File: config.mk
export PLATFORM = sky130hd
export DESIGN_NAME = ssr_front
export DESIGN_NICKNAME = d
export VERILOG_FILES = /design/src/rtl/ssr_pkg.sv /design/src/rtl/ssr_front.sv
export SDC_FILE = /design/constraint.sdc
export NUM_CORES = 1
export LEC_CHECK = 0
export BUFFER_PORTS_ARGS = -buffer_cell sky130_fd_sc_hd__buf_2
export CAP_MARGIN = 20
export CORE_MARGIN = 1
export CORE_UTILIZATION = 42
export DETAILED_ROUTE_END_ITERATION = 8
export PLACE_DENSITY = 0.83
export SYNTH_ARGS = -nofsm -noshare
export SYNTH_HDL_FRONTEND = slang
export SYNTH_SLANG_ARGS = --single-unit
File: constraint.sdc
create_clock -name clk -period 8.6 [get_ports clk]
set_input_delay 1.72 -clock clk [delete_from_list [all_inputs] [get_ports clk]]
set_output_delay 1.72 -clock clk [all_outputs]
set_load 0.1 [all_outputs]
File: src/rtl/ssr_pkg.sv
package ssr_pkg;

  localparam logic OP_VICTIM = 1'b0;
  localparam logic OP_UPDATE = 1'b1;

  localparam logic REG_STREAM_THRESHOLD = 1'b0;
  localparam logic REG_INSERT_RRPV      = 1'b1;

  localparam logic [1:0] RRPV_MAX        = 2'd3;
  localparam logic [1:0] REUSE_MAX       = 2'd3;
  localparam logic [1:0] REUSE_RESET     = 2'd1;
  localparam logic [1:0] REUSE_PREDICT   = 2'd2;
  localparam logic [1:0] THRESH_RESET    = 2'd3;
  localparam logic [1:0] INSERT_RESET    = 2'd2;

  localparam int SET_IN_W  = 11;
  localparam int WAY_IN_W  = 4;
  localparam int PC_W      = 22;
  localparam int PADDR_W   = 38;
  localparam int BLK_W     = 32;
  localparam int BLK_LSB   = 6;
  localparam int SIG_SHIFT = 12;
  localparam int STEP_W    = 5;

  typedef enum logic [1:0] {
    F_IDLE,
    F_REDUCE,
    F_PUSH
  } front_state_t;

  typedef enum logic [2:0] {
    B_CLEAR,
    B_IDLE,
    B_READ,
    B_AGE,
    B_WRITE
  } back_state_t;

  typedef struct packed {
    logic [1:0] stream_threshold;
    logic [1:0] insert_rrpv;
  } ssr_cfg_t;

endpackage

File: src/rtl/ssr_front.sv
module ssr_front import ssr_pkg::*; #(
  parameter int NUM_SETS    = 2048,
  parameter int SIG_ENTRIES = 1024,
  parameter int SET_W       = 11,
  parameter int SIG_W       = 10,
  parameter int ITEM_W      = 59
) (
  input  logic                 clk,
  input  logic                 rst_n,
  input  logic                 clearing,
  input  logic                 in_push,
  output logic                 in_full,
  input  logic                 in_op,
  input  logic [SET_IN_W-1:0]  in_set_index,
  input  logic [WAY_IN_W-1:0]  in_way_index,
  input  logic [PC_W-1:0]      in_pc,
  input  logic [PADDR_W-1:0]   in_paddr,
  input  logic                 in_hit,
  output logic                 q_push,
  output logic [ITEM_W-1:0]    q_wdata,
  input  logic                 q_full
);

  function automatic int red_steps(int n, int vmax);
    int s;
    s = 0;
    if ((n & (n - 1)) != 0) begin
      while ((n << s) <= vmax) s++;
    end
    return s;
  endfunction

  localparam int SET_STEPS = red_steps(NUM_SETS, (1 << SET_IN_W) - 1);
  localparam int SIG_STEPS = red_steps(SIG_ENTRIES, (1 << PC_W) - 1);
  localparam int NSTEP     = (SET_STEPS > SIG_STEPS) ? SET_STEPS : SIG_STEPS;

  front_state_t          state_r, state_nxt;
  logic [STEP_W-1:0]     cnt_r, cnt_nxt;
  logic                  op_r, hit_r;
  logic [SET_IN_W-1:0]   set_r, set_nxt;
  logic [WAY_IN_W-1:0]   way_r;
  logic [PC_W-1:0]       sig_r, sig_nxt;
  logic [BLK_W-1:0]      blk_r;
  logic                  accept;
  logic [31:0]           set_div, sig_div;

  assign in_full = (state_r != F_IDLE) || clearing;
  assign accept  = in_push && !in_full;
  assign q_wdata = {op_r, SET_W'(set_r), way_r, SIG_W'(sig_r), blk_r, hit_r};

  always_comb begin
    state_nxt = state_r;
    cnt_nxt   = cnt_r;
    set_nxt   = set_r;
    sig_nxt   = sig_r;
    q_push    = 1'b0;
    set_div   = 32'(NUM_SETS) << cnt_r;
    sig_div   = 32'(SIG_ENTRIES) << cnt_r;
    unique case (state_r)
      F_IDLE: begin
        if (accept) begin
          set_nxt   = in_set_index;
          sig_nxt   = in_pc ^ (in_pc >> SIG_SHIFT);
          cnt_nxt   = STEP_W'(NSTEP - 1);
          state_nxt = (NSTEP == 0) ? F_PUSH : F_REDUCE;
        end
      end
      F_REDUCE: begin
        if ((32'(cnt_r) < SET_STEPS) && (32'(set_r) >= set_div))
          set_nxt = set_r - SET_IN_W'(set_div);
        if ((32'(cnt_r) < SIG_STEPS) && (32'(sig_r) >= sig_div))
          sig_nxt = sig_r - PC_W'(sig_div);
        if (cnt_r == '0) state_nxt = F_PUSH;
        else cnt_nxt = cnt_r - STEP_W'(1);
      end
      F_PUSH: begin
        if (!q_full) begin
          q_push    = 1'b1;
          state_nxt = F_IDLE;
        end
      end
      default: state_nxt = F_IDLE;
    endcase
  end

  always_ff @(posedge clk) begin
    if (!rst_n) begin
      state_r <= F_IDLE;
      cnt_r   <= '0;
    end else begin
      state_r <= state_nxt;
      cnt_r   <= cnt_nxt;
    end
  end

  always_ff @(posedge clk) begin
    set_r <= set_nxt;
    sig_r <= sig_nxt;
    if (accept) begin
      op_r  <= in_op;
      way_r <= in_way_index;
      blk_r <= in_paddr[BLK_LSB +: BLK_W];
      hit_r <= in_hit;
    end
  end

endmodule

==> flow_metrics.py <==
metrics = {
    "timing": {
        "maxSlewHeadroom_pct": 34.0,
        "drv_slew": 0,
        "worst_slew_pin_slew_ns": 0.988,
        "setup_violations": 0,
        "fmax_ghz": 0.245,
        "period_needed_ns": 4.09,
        "rsz0062_at_grt": "false",
        "hold_viol": 0,
        "fin_tns_setup_ns": 0,
        "min_period_over_period_pct": 47.6,
        "skew_ns": 0.00503,
    },
    "global_routing": {
        "grtUsageTotal_pct": 15.0,
        "grt_overflow": 0,
        "grt_pass1_vias": 1264,
        "antenna_found_initial": 0,
        "grt_start_max_net_pins": 39,
        "grt_pass1_wl_um": 5290,
    },
    "synthesis": {
        "yosysWarnings": 0,
        "ys_ff_latch": 60,
        "yosysMostFrequentCell": "edfxtp_1",
        "synth_top_area_share_pct": 91.4,
        "ys_types": 11,
        "synth_area_per_cell_um2": 24.2,
        "yosys.area.top_type": "edfxtp_1",
        "synthTopCellsByArea": "edfxtp_1 (91%), xor2_1 (4.5%), dfxtp_1 (1.0%), buf_4 (0.77%), o21ai_2 (0.45%)",
        "netlist_area_um2": 1940,
        "synth_edf_count": 59,
        "synth_ff_type": "edfxtp_1",
        "synth_commonest_cells": "edfxtp_1 (59), xor2_1 (10), buf_4 (2), nor2_1 (2)",
        "synthesis.nets": 162,
        "ys_seq_area_share_pct": 92.4,
        "synthCells": 80,
        "async_reset_ff_share_pct": 0,
    },
    "routing": {
        "dr.pass1.iters": 4,
        "drc": 0,
        "viasPerCell": 4.41,
        "drtIter0Drc": 34,
        "wl_per_cell_um": 12.7,
        "vias": 1225,
        "wl_um": 3520,
        "drtAntennaViolNets": 0,
    },
    "min_path": {
        "hold_depth": 2,
        "hp-class": "flop to flop",
        "min_to": "state_r[1]$_SDFFE_PN0P_",
        "hp-start": "state_r[1]$_SDFFE_PN0P_",
    },
    "setup_path": {
        "crit_fanout": 4,
        "r2r_end": "blk_r[9]$_DFFE_PP_",
        "required_ns": 6.88,
        "worstSetupStartpointType": "input pin",
        "worst-r2r-setup-slack_ns": 6.85,
        "rr_startpoint": "state_r[1]$_SDFFE_PN0P_",
        "crit_type": "input pin to primary output",
        "endpoint_kind": "primary output",
        "cp.arrival_ns": 2.37,
        "r2r_cells": 2,
    },
    "cts": {
        "cts_made_buffers": 9,
        "cts.sinks": 60,
        "path_clk_slew_ns": 0.06,
        "cts-hold-fix-buffers": 0,
        "post_cts_resized": 0,
        "ctsHtreeMaxLevel": 3,
        "clockRootBuffer": "clkbuf_8",
        "clockBufferDepth": 2,
        "cts_setup_buffers": 0,
        "cts_tree": "yes",
        "clk_latency_ns": 0.31,
    },
    "placement": {
        "gp_congestion": 0.691,
        "place_area_um2": 2670,
        "post-dp-hpwl_um": 2710,
        "port_buffers": 134,
    },
    "power": {
        "seqPwrFrac_pct": 51.4,
        "leakagePower_uw": 0.00123,
        "total_power_uw": 664,
        "switching_share_pct": 30.8,
        "comb_power_share_pct": 19.9,
        "p_sw_uw": 204,
        "ir_drop_v": 0.000127,
        "clkPwrFrac_pct": 28.7,
        "p_int_uw": 459,
        "pwr_density_cell_nw_per_um2": 236,
    },
    "cells_and_area": {
        "final_area_um2": 2820,
        "drive_above_1_share_pct": 66.4,
        "nets": 305,
        "syn2layout_area_growth_pct": 45.3,
        "final_util_pct": 64.2,
        "antennaDiodeCount": 0,
    },
    "floorplan": {
        "row_count": 24,
        "start_util_pct": 44.2,
        "die_height_um": 69.9,
        "die_w_um": 69.9,
        "core_um2": 4380,
        "dieArea_um2": 4890,
        "io_pins": 143,
    },
    "status": {
        "outcome": "finished, final reports clean",
    },
    "run": {
        "cap_violations": 0,
    },
}
==> cell type report <==
class                      count  area (um^2)
sequential                    60         1790
clock buffer                  10          128
inverter                       1         3.75
tap                           52         65.1
clock inverter                 4         18.8
fill                         312         1570
multi-input combinational     17          138
timing repair buffer         134          671
==> critical path: stages <==
cell	delay [ns]
buf_2	0.09
or2_4	0.25
buf_2	0.30
==> power by group through the flow <==
stage	Clock, uW	Sequential (uW)	Combinational, uW
3_5_place_dp	0	347	133
2_1_floorplan	0	434	15.9
3_3_place_gp	0	347	131
6_report	191	341	132
5_1_grt	210	342	136
4_1_cts	197	341	133
==> stage by stage <==
stage,instances,setup WS [ns],hold WS (ns)
2_1_floorplan,80,3.82,0.459
6_report,278,4.51,0.481
3_5_place_dp,264,4.51,0.475
3_3_place_gp,264,4.52,0.479
4_1_cts,278,4.51,0.486
5_1_grt,278,4.48,0.515
==> worst max-delay path by stage <==
stage                   from      end  slack (ns)
finish              clearing  in_full        4.51
CTS                 clearing  in_full        4.51
global route          q_full   q_push        4.48
floorplan             q_full   q_push        3.82
global placement    clearing  in_full        4.52
detailed placement  clearing  in_full        4.51
==> kinds of logic after synthesis <==
| logic type | count (synthesis) | synth area share, % |
|---|---|---|
| xor gates and xnor gates | 10 | 4.52 |
| DFF | 60 | 92.4 |
| AOI/OAI and AO/OA | 1 | 0.452 |
| and+or+nand+nor | 6 | 1.61 |
| buffers and inverters | 3 | 0.968 |
==> routing by layer <==
metal	GRT usage [%]	part of all wire [%]
met1	14.3	34
met2	24.9	48
met3	8.66	16
met5	0	0
met4	8.67	1.7
==> sequential cells by signal, indices dropped and copies added (netlist names) <==
name / flops
hit_r: 1
state_r: 1
set_r: 11
way_r: 4
op_r: 1
blk_r: 32
sig_r: 10
==> cells in the final DEF, fill, tap and decap left out <==
| cell type | netlist | layout |
|---|---|---|
| buf_2 | 0 | 134 |
| clkbuf_1 | 0 | 1 |
| clkbuf_8 | 0 | 9 |
| clkinv_1 | 0 | 1 |
| clkinv_2 | 0 | 3 |
| dfxtp_1 | 1 | 1 |
| edfxtp_1 | 59 | 59 |
| inv_1 | 1 | 1 |
| nand2_1 | 1 | 1 |
| nand3_1 | 1 | 1 |
| nor2_2 | 0 | 1 |
| nor2_4 | 0 | 1 |
| nor2b_1 | 1 | 1 |
| o21ai_2 | 1 | 1 |
| or2_4 | 1 | 1 |
| xor2_1 | 10 | 10 |
(Power assumes the default switching activity.)
