--- config.mk ---
export PLATFORM = sky130hd
export DESIGN_NAME = ssr_queue
export DESIGN_NICKNAME = d
export VERILOG_FILES = /design/src/rtl/ssr_queue.sv
export SDC_FILE = /design/constraint.sdc
export NUM_CORES = 1
export LEC_CHECK = 0
export BUFFER_PORTS_ARGS = -buffer_cell sky130_fd_sc_hd__buf_4
export CAP_MARGIN = 20
export CORE_MARGIN = 4
export CORE_UTILIZATION = 44
export CTS_BUF_LIST = sky130_fd_sc_hd__clkbuf_16
export CTS_CLUSTER_DIAMETER = 80
export DETAILED_ROUTE_END_ITERATION = 10
export HOLD_SLACK_MARGIN = 0.02
export PLACE_DENSITY = 0.72
export SYNTH_ARGS = -nofsm -noshare
export SYNTH_HDL_FRONTEND = slang
export SYNTH_SLANG_ARGS = --single-unit
--- constraint.sdc ---
create_clock -name clk -period 1.6 [get_ports clk]
set_input_delay 0.32 -clock clk [delete_from_list [all_inputs] [get_ports clk]]
set_output_delay 0.32 -clock clk [all_outputs]
set_load 0.03 [all_outputs]
--- src/rtl/ssr_queue.sv ---
module ssr_queue #(
  parameter int W = 8
) (
  input  logic         clk,
  input  logic         rst_n,
  input  logic         push,
  input  logic [W-1:0] wdata,
  output logic         full,
  input  logic         pop,
  output logic [W-1:0] rdata,
  output logic         empty
);

  logic [W-1:0] mem_r [2];
  logic         wp_r, rp_r;
  logic [1:0]   cnt_r;
  logic         do_push, do_pop;

  assign full    = (cnt_r == 2'd2);
  assign empty   = (cnt_r == 2'd0);
  assign do_push = push && !full;
  assign do_pop  = pop && !empty;
  assign rdata   = mem_r[rp_r];

  always_ff @(posedge clk) begin
    if (!rst_n) begin
      wp_r  <= 1'b0;
      rp_r  <= 1'b0;
      cnt_r <= 2'd0;
    end else begin
      if (do_push) wp_r <= ~wp_r;
      if (do_pop) rp_r <= ~rp_r;
      if (do_push && !do_pop) cnt_r <= cnt_r + 2'd1;
      else if (do_pop && !do_push) cnt_r <= cnt_r - 2'd1;
    end
  end

  always_ff @(posedge clk) begin
    if (do_push) mem_r[wp_r] <= wdata;
  end

endmodule

==> qor.txt, run 1 <==
Status: complete, no violations
Maximum fanout along the worst path: 8
Largest stage delay, worst path: 0.43 ns
Hold Path Class: in2reg
Gate Count Post-Synth: 51
Slew @ Worst Pin: 0.371 ns
Total power: 1.96 mW
Largest net degree at the start of global routing: 12
H-tree Lvls: 1
Commonest non-fill, non-tap cell in the layout: buf_4
Peak VDD IR: 1.47 mV
TritonCTS clock tree: yes
Slowest cell on the critical path: dfxtp_2
Yosys reg bits: 21
Number of global-route vias before repair: 513
Number of CTS-inserted buffers: 3
Number of port buffers: 21
Syn Nets: 64
Max-cap violation count: 0
Routed Antenna Nets: 0
FILL cells: 156
Hold-fix buffer count after cts: 0
Hold depth: 1
Post-route DRC: 0
Reg2reg setup slack: 0.10 ns
Ant. Diodes: 0
Critical path capture point type: primary output
Iteration-0 DRC Markers: 9
Die area: 2570 µm²
RR Startpoint: cnt_r[0]
Clk slew on worst S/H paths: 0.05 ns
Post-synth cell types: 16
Avg WL per Cell: 12.4 µm
Final setup TNS: 0 ns
Initial core utilization: 46.5%
Worst skew pair latency: 0.24 ns
Pre-antenna DRT Iters: 3
Mapped Area: 803 µm²
Most frequent cells in the layout: 23 x buf_4, 16 x edfxtp_1, 8 x mux2_2
RSZ-0062 raised after global routing: false
Synthesis-to-layout area growth: 36.0%
Tot GR Track Use: 11.4%
Final setup vio count: 0
DPL Wire Length: 895 µm
DR vias/cell: 4.66
Static leakage: 0.445 nW
Vias: 475
CTS sink cnt: 21
Die height: 50.7 µm
Row count: 15
CP required: 1.28 ns
CP arrival: 1.20 ns
Share of cells above drive strength 1: 51.9%
Worst path cell trace: mux2_2, buf_4
Final GP Congestion: 0.678
Max Fclk: 658 MHz
Worst R2R End: cnt_r[1]
Global-route wire length before repair: 2120 µm
Io pins: 22
Die Width: 50.7 µm
Power density over cell area: 1790 nW/µm²
Final hold slack: 0.260 ns
Worst Skew: 0.00140 ns
CTS max path bufs: 2
Yosys warning total: 0
Congestion Overflow GR: 0
Crit share post-route: 95.0%
Crit path kind: reg2out
Worst hold path endpoint: mem_r[0][0]
Initial antenna violation count: 0
Fin crit period: 1.52 ns
Total Wirelength: 1270 µm
Endpoints failing hold: 0
CTS root buf: clkbuf_16
Nets: 91
Relative slew slack: 75.2%
Cells on worst reg2reg path: 6
Share of the yosys chip area belonging to registers: 72.3%
Max-slew violation count: 0
Core Region: 1730 µm²
Type of origin of the critical path: register
Hold Startpoint: wdata[0]
Avg Cell Area, Syn: 15.8 µm²
-- metrics by stage --
step                utilization, %  worst slack [ns]  instances  area [µm²]
floorplan                        -            0.0122         51         803
global placement              58.0            0.0979         98        1000
detailed placement            58.0            0.0187         98        1000
CTS                           62.7            0.0130        102        1080
global route                  63.3            0.0123        102        1090
finish                        63.3            0.0808        102        1090
-- where the power goes --
group / switching, mW / internal, mW
logic: 0.377 / 0.306
clock network: 0.158 / 0.331
registers: 0.0779 / 0.705
-- Yosys cell counts --
| cell | n | share of area [%] |
|---|---|---|
| nor3_2 | 1 | 1.2 |
| inv_1 | 3 | 1.4 |
| edfxtp_1 | 16 | 60 |
| nor2_1 | 5 | 2.3 |
| o21ai_0 | 2 | 1.2 |
| dfxtp_1 | 5 | 12 |
| buf_2 | 1 | 0.62 |
| a21oi_1 | 1 | 0.62 |
| or3_1 | 1 | 0.78 |
| o21a_1 | 1 | 0.93 |
| mux2_2 | 8 | 11 |
| and3_1 | 1 | 0.78 |
| nand2b_1 | 1 | 0.78 |
| a21boi_0 | 1 | 0.93 |
| xor2_1 | 3 | 3.3 |
| ha_1 | 1 | 1.6 |
-- repair_timing --
| item | CTS | global route |
|---|---|---|
| buffers inserted | 0 | 0 |
| pin swaps | 0 | 1 |
| endpoints found under the setup margin | 8 | 1 |
| resized for setup | 1 | 3 |
-- worst max-delay path, delay by kind of cell, from the launching register on --
family	cells	cell delay (ns)
DFF	1	0.43
muxes	1	0.36
buffers and inverters	1	0.17
-- worst max-delay path by stage --
stage / endpoint / cells past startpoint / slack [ns]
final: rdata[1] / 2 / 0.08
after global routing: cnt_r[1] / 6 / 0.01
after detailed placement: cnt_r[1] / 6 / 0.02
after CTS: cnt_r[1] / 6 / 0.01
after floorplan: cnt_r[1] / 6 / 0.01
after global placement: cnt_r[1] / 6 / 0.1
-- flip-flops by register name (all words and copies together) (netlist names), named ones only --
name	cells
mem_r	16
rp_r	1
cnt_r	2
wp_r	1
-- cell type report --
cell class	instances	area [µm²]	area share, %
Clock inverter	1	3.75	0.344
Timing Repair Buffer	23	173	15.8
Clock buffer	3	75.1	6.87
Inverter	3	11.3	1.03
Multi-Input combinational cell	26	214	19.6
Tap cell	25	31.3	2.86
Sequential cell	21	584	53.5
-- logic make-up after synthesis --
| kind of cell | count (synthesis) | share of synthesized area [%] |
|---|---|---|
| buf+inv | 4 | 2.02 |
| fa+ha+maj | 1 | 1.56 |
| flops | 21 | 72.3 |
| compound gates | 5 | 3.74 |
| xor+xnor | 3 | 3.27 |
| simple gates | 9 | 5.92 |
| mux | 8 | 11.2 |
-- metal layers --
layer / global-route usage (%) / vias up / part of all wire, %
li1: - / 237 / -
met1: 13.4 / 223 / 40
met2: 19.8 / 13 / 54
met3: 2.97 / 2 / 5.8
met4: 4.04 / 0 / 0.95
met5: 0 / - / 0
No activity file was read; power rests on OpenSTA's default activity.
==> run 2: changes to the inputs <==
Settings changed: CORE_UTILIZATION 44 to 50, PLACE_DENSITY 0.72 to 0.77.
Clock period 1.6 ns to 1.8 ns, I/O delays scaled along.
==> run 2 against run 1 <==
  * Combinational power fell by 14%
  * Critical path depth unchanged
  * Setup slack better by 0.014 ns
  * Core utilization increased by 7.4 points
  * Power decreased by 12%
  * Register-to-register slack better by 0.09 ns
  * Clock power is 7.6% lower
  * Die area down 10%
  * Sequential cell count stayed put
==> qor.txt, run 2 (synthesis results as in run 1) <==
Die height: 48.1 µm (was 50.7 µm)
Commonest non-fill, non-tap cell in the layout: buf_4 (unchanged)
Crit share post-route: 94.7%
Worst skew pair latency: 0.25 ns (was 0.24 ns)
Max-cap violation count: 0 (unchanged)
CTS sink cnt: 21 (unchanged)
Max FFs per register: 16 (unchanged)
Peak VDD IR: 0.885 mV (was 1.47 mV)
Iteration-0 DRC Markers: 7 (was 9)
Post-place setup slack: 0.139 ns (was 0.0187 ns)
Synthesis-to-layout area growth: 32.6% (was 36.0%)
Io pins: 22 (unchanged)
Share of cells above drive strength 1: 47.4% (was 51.9%)
TritonCTS clock tree: yes (unchanged)
Total power: 1.72 mW (was 1.96 mW)
Initial core utilization: 53.3% (was 46.5%)
Tot GR Track Use: 12.3% (was 11.4%)
Hold-fix buffer count after cts: 0 (unchanged)
Nets: 90 (was 91)
Max Fclk: 587 MHz
Post-Layout Inst Area: 1060 µm² (was 1090 µm²)
DR vias/cell: 4.98 (was 4.66)
Number of port buffers: 21 (unchanged)
Hold Path Class: in2reg (unchanged)
Row count: 14 (was 15)
Largest net degree at the start of global routing: 13 (was 12)
Crit path kind: reg2out (unchanged)
CTS root buf: clkbuf_16 (unchanged)
Global-route wire length before repair: 1860 µm (was 2120 µm)
Post-route DRC: 0 (unchanged)
RSZ-0062 raised after global routing: false (unchanged)
RR Startpoint: cnt_r[0] (unchanged)
Setup ws final: 0.0952 ns (was 0.0808 ns)
Worst Skew: 0.00107 ns (was 0.00140 ns)
Pre-antenna DRT Iters: 3 (unchanged)
Endpoints failing hold: 0 (unchanged)
Core Region: 1510 µm² (was 1730 µm²)
Placed Cells: 88 (was 98)
Final GP Congestion: 0.699 (was 0.678)
Non-filler cells, final: 92 (was 102)
FILL cells: 104 (was 156)
Number of CTS-inserted buffers: 3 (unchanged)
Clk slew on worst S/H paths: 0.05 ns (about the same)
Postcts setup bufs: 0 (unchanged)
CTS max path bufs: 2 (unchanged)
Avg WL per Cell: 14.1 µm (was 12.4 µm)
Power density over cell area: 1620 nW/µm² (was 1790 nW/µm²)
Relative slew slack: 72.8% (was 75.2%)
Maximum fanout along the worst path: 8 (unchanged)
DP Area: 983 µm² (was 1000 µm²)
Routed Antenna Nets: 0 (unchanged)
CP arrival: 1.34 ns (was 1.20 ns)
Ant. Diodes: 0 (unchanged)
Vias: 458 (was 475)
Total Wirelength: 1300 µm (was 1270 µm)
Final setup TNS: 0 ns (unchanged)
Die area: 2310 µm² (was 2570 µm²)
Congestion Overflow GR: 0 (unchanged)
Hold Startpoint: wdata[7] (was wdata[0])
Largest Register: mem_r (unchanged)
Largest regs: mem_r x16, cnt_r x2 (unchanged)
Number of global-route vias before repair: 422 (was 513)
H-tree Lvls: 1 (unchanged)
Slew @ Worst Pin: 0.408 ns (was 0.371 ns)
Multi-input logic area: 206 µm² (was 214 µm²)
Status: complete, no violations (unchanged)
Die Width: 48.1 µm (was 50.7 µm)
Type of origin of the critical path: register (unchanged)
Reg2reg setup slack: 0.19 ns (was 0.10 ns)
Static leakage: 0.437 nW (was 0.445 nW)
Max-slew violation count: 0 (unchanged)
Reg area: 582 µm² (was 584 µm²)
Fin crit period: 1.70 ns
Most frequent cells in the layout: 22 x buf_4, 16 x edfxtp_1, 8 x mux2_2 (was 23 x buf_4, 16 x edfxtp_1, 8 x mux2_2)
Final setup vio count: 0 (unchanged)
Critical path capture point type: primary output (unchanged)
Initial antenna violation count: 0 (unchanged)
CP required: 1.44 ns (was 1.28 ns)
## run 2: cell count changes in the layout (fill, tap and decap cells not counted), sizes merged
cell / before / now
clkinv: 0 / 1
inv: 4 / 3
buf: 23 / 22
## run 2: worst paths after layout
kind | endpoint | cells after the start
hold reg to reg | register | 2
hold / removal | mem_r[0][7] | 1
setup / recovery | rdata[0] | 2
setup reg to reg | cnt_r[1] | 6
## run 2: critical path: stages (launching register included)
cell     delay (ns)
dfxtp_1        0.54
mux2_2         0.39
buf_4          0.17
## run 2: final cells by class
class	instances	share of cell area [%]
Sequential cell	21	54.6
Multi-Input combinational cell	26	19.4
Timing Repair Buffer	22	15.5
Clock buffer	3	7.05
Tap cell	16	1.88
Inverter	3	1.06
Clock inverter	1	0.470
## run 2: stage by stage
step                util [%]  hold slack [ns]
floorplan                  -            0.459
global placement        65.3            0.493
detailed placement      65.3            0.491
CTS                     70.6            0.292
global route            70.7            0.288
finish                  70.7            0.295
## run 2: per-layer routing
metal / share of wire, % / global-route usage (%) / wire, µm / vias up
met5: 0 / 0 / 0 / -
met4: 0.31 / 3.23 / 4 / 0
met3: 7.6 / 6.02 / 99 / 2
met2: 50 / 20.3 / 647 / 14
met1: 42 / 14.2 / 548 / 208
li1: - / - / - / 234
## run 2: report_power, final
group	switching (mW)	leakage, nW	total, mW	internal, mW
combinational	0.332	0.205	0.584	0.252
sequential	0.0635	0.191	0.685	0.622
clock	0.155	0.0409	0.452	0.297
total	0.550	0.437	1.72	1.17
## run 2: repair_timing
item | CTS | global route
setup endpoints to repair | 0 | 1
endpoints found under the hold margin | 0 | 0
resized for setup | 0 | 1
==> run 3: changes to the inputs <==
Settings changed: CORE_MARGIN 4 to 5, CORE_UTILIZATION 50 to 52, PLACE_DENSITY 0.77 to 0.79.
==> run 3 against run 2 <==
  * Global-route usage decreased by 0.90 points
  * Final cell count unchanged
  * Core utilization increased by 0.92 points
  * Design area increased by 0.12%
  * Setup slack improved by 0.027 ns
  * Register-to-register slack about the same
  * Via count decreased by 1.7%
  * First-iteration DRC count decreased by 57%
  * Wire length decreased by 4.3%
  * Critical path depth unchanged
==> qor.txt, run 3 (synthesis results as in run 1) <==
Status: complete, no violations (unchanged)
Endpoints failing hold: 0 (unchanged)
Row count: 14 (unchanged)
Commonest non-fill, non-tap cell in the layout: buf_4 (unchanged)
Setup ws final: 0.122 ns (was 0.0952 ns)
Congestion Overflow GR: 0 (unchanged)
Postcts setup bufs: 0 (unchanged)
DR vias/cell: 4.89 (was 4.98)
Max-slew violation count: 0 (unchanged)
Number of port buffers: 21 (unchanged)
Final core utilization: 71.6% (was 70.7%)
Initial antenna violation count: 0 (unchanged)
Tot GR Track Use: 11.4% (was 12.3%)
Largest net degree at the start of global routing: 14 (was 13)
Hold Path Class: in2reg (unchanged)
Final GP Congestion: 0.643 (was 0.699)
Die Width: 49.3 µm (was 48.1 µm)
Maximum fanout along the worst path: 8 (unchanged)
Final setup vio count: 0 (unchanged)
Worst skew pair latency: 0.25 ns (about the same)
Static leakage: 0.433 nW (was 0.437 nW)
Io pins: 22 (unchanged)
Placed Cells: 88 (unchanged)
Type of origin of the critical path: register (unchanged)
Routed Antenna Nets: 0 (unchanged)
Peak VDD IR: 1.03 mV (was 0.885 mV)
Relative slew slack: 74.0% (was 72.8%)
Nets: 90 (unchanged)
Total Wirelength: 1240 µm (was 1300 µm)
Ant. Diodes: 0 (unchanged)
Post-place setup slack: 0.214 ns (was 0.139 ns)
Die height: 49.3 µm (was 48.1 µm)
CTS sink cnt: 21 (unchanged)
Slew @ Worst Pin: 0.390 ns (was 0.408 ns)
CP required: 1.44 ns (about the same)
Iteration-0 DRC Markers: 3 (was 7)
CTS max path bufs: 2 (unchanged)
Pre-antenna DRT Iters: 2 (was 3)
Max FFs per register: 16 (unchanged)
Vias: 450 (was 458)
Non-filler cells, final: 92 (unchanged)
Max-cap violation count: 0 (unchanged)
Final setup TNS: 0 ns (unchanged)
Post-route DRC: 0 (unchanged)
TritonCTS clock tree: yes (unchanged)
CTS root buf: clkbuf_16 (unchanged)
Clk slew on worst S/H paths: 0.06 ns (was 0.05 ns)
Largest Register: mem_r (unchanged)
Synthesis-to-layout area growth: 32.7% (was 32.6%)
CP arrival: 1.32 ns (was 1.34 ns)
Most frequent cells in the layout: 22 x buf_4, 16 x edfxtp_1, 8 x mux2_2 (unchanged)
Number of global-route vias before repair: 497 (was 422)
CTS resizes: 0 (unchanged)
Core Region: 1490 µm² (was 1510 µm²)
Die area: 2430 µm² (was 2310 µm²)
Largest regs: mem_r x16, cnt_r x2 (unchanged)
Avg WL per Cell: 13.5 µm (was 14.1 µm)
Global-route wire length before repair: 2110 µm (was 1860 µm)
Hold-fix buffer count after cts: 0 (unchanged)
Number of CTS-inserted buffers: 3 (unchanged)
Critical path capture point type: primary output (unchanged)
Share of cells above drive strength 1: 46.1% (was 47.4%)
H-tree Lvls: 1 (unchanged)
Crit path kind: reg2out (unchanged)
Crit share post-route: 93.2% (was 94.7%)
Power density over cell area: 1610 nW/µm² (was 1620 nW/µm²)
Max Fclk: 596 MHz (was 587 MHz)
Initial core utilization: 53.9% (was 53.3%)
RSZ-0062 raised after global routing: false (unchanged)
Worst Skew: 0.00504 ns (was 0.00107 ns)
Fin crit period: 1.68 ns (was 1.70 ns)
## run 3: changes by cell type in the layout (fill, tap and decap cells not counted)
cell and change:
clkinv_2 -1, clkinvlp_4 +1, dfxtp_1 +1, dfxtp_2 -1
## run 3: critical path, cell delays in order, from the launching register on
cell,delay (ns)
dfxtp_1,0.52
mux2_2,0.38
buf_4,0.17
## run 3: worst paths after layout
| kind | from | cells after the start | slack (ns) | endpoint |
|---|---|---|---|---|
| worst max-delay path | register | 2 | 0.12 | rdata[6] |
| worst min-delay path | wdata[7] | 1 | 0.29 | mem_r[1][7] |
| worst max register to register | cnt_r[0] | 6 | 0.20 | cnt_r[1] |
| worst min register to register | rp_r | 2 | 0.51 | rp_r |
## run 3: layer usage
layer	up-vias	GRT usage [%]	part of all wire, %
li1	237	-	-
met1	197	12.7	42
met2	16	18.2	48
met3	0	4.28	9.6
met4	0	6.73	0
met5	-	0	0
## run 3: cell type report
cell class,count,area [µm²]
tap,16,20.0
multi-input combinational,26,206
sequential,21,581
fill,95,423
clock inverter,1,7.51
clock buffer,3,75.1
inverter,3,11.3
timing repair buffer,22,165
## run 3: power by group
| part | internal (mW) | leakage (nW) | switching, mW |
|---|---|---|---|
| logic | 0.252 | 0.205 | 0.327 |
| clock network | 0.300 | 0.0371 | 0.160 |
| registers | 0.620 | 0.191 | 0.0602 |
| total | 1.17 | 0.433 | 0.547 |
## run 3: through the flow
step / cell area, µm² / hold slack (ns) / power (mW)
3_5_place_dp: 983 / 0.499 / 1.27
2_1_floorplan: 803 / 0.459 / 1.08
3_3_place_gp: 983 / 0.490 / 1.26
6_report: 1070 / 0.291 / 1.72
4_1_cts: 1070 / 0.287 / 1.74
5_1_grt: 1070 / 0.287 / 1.81
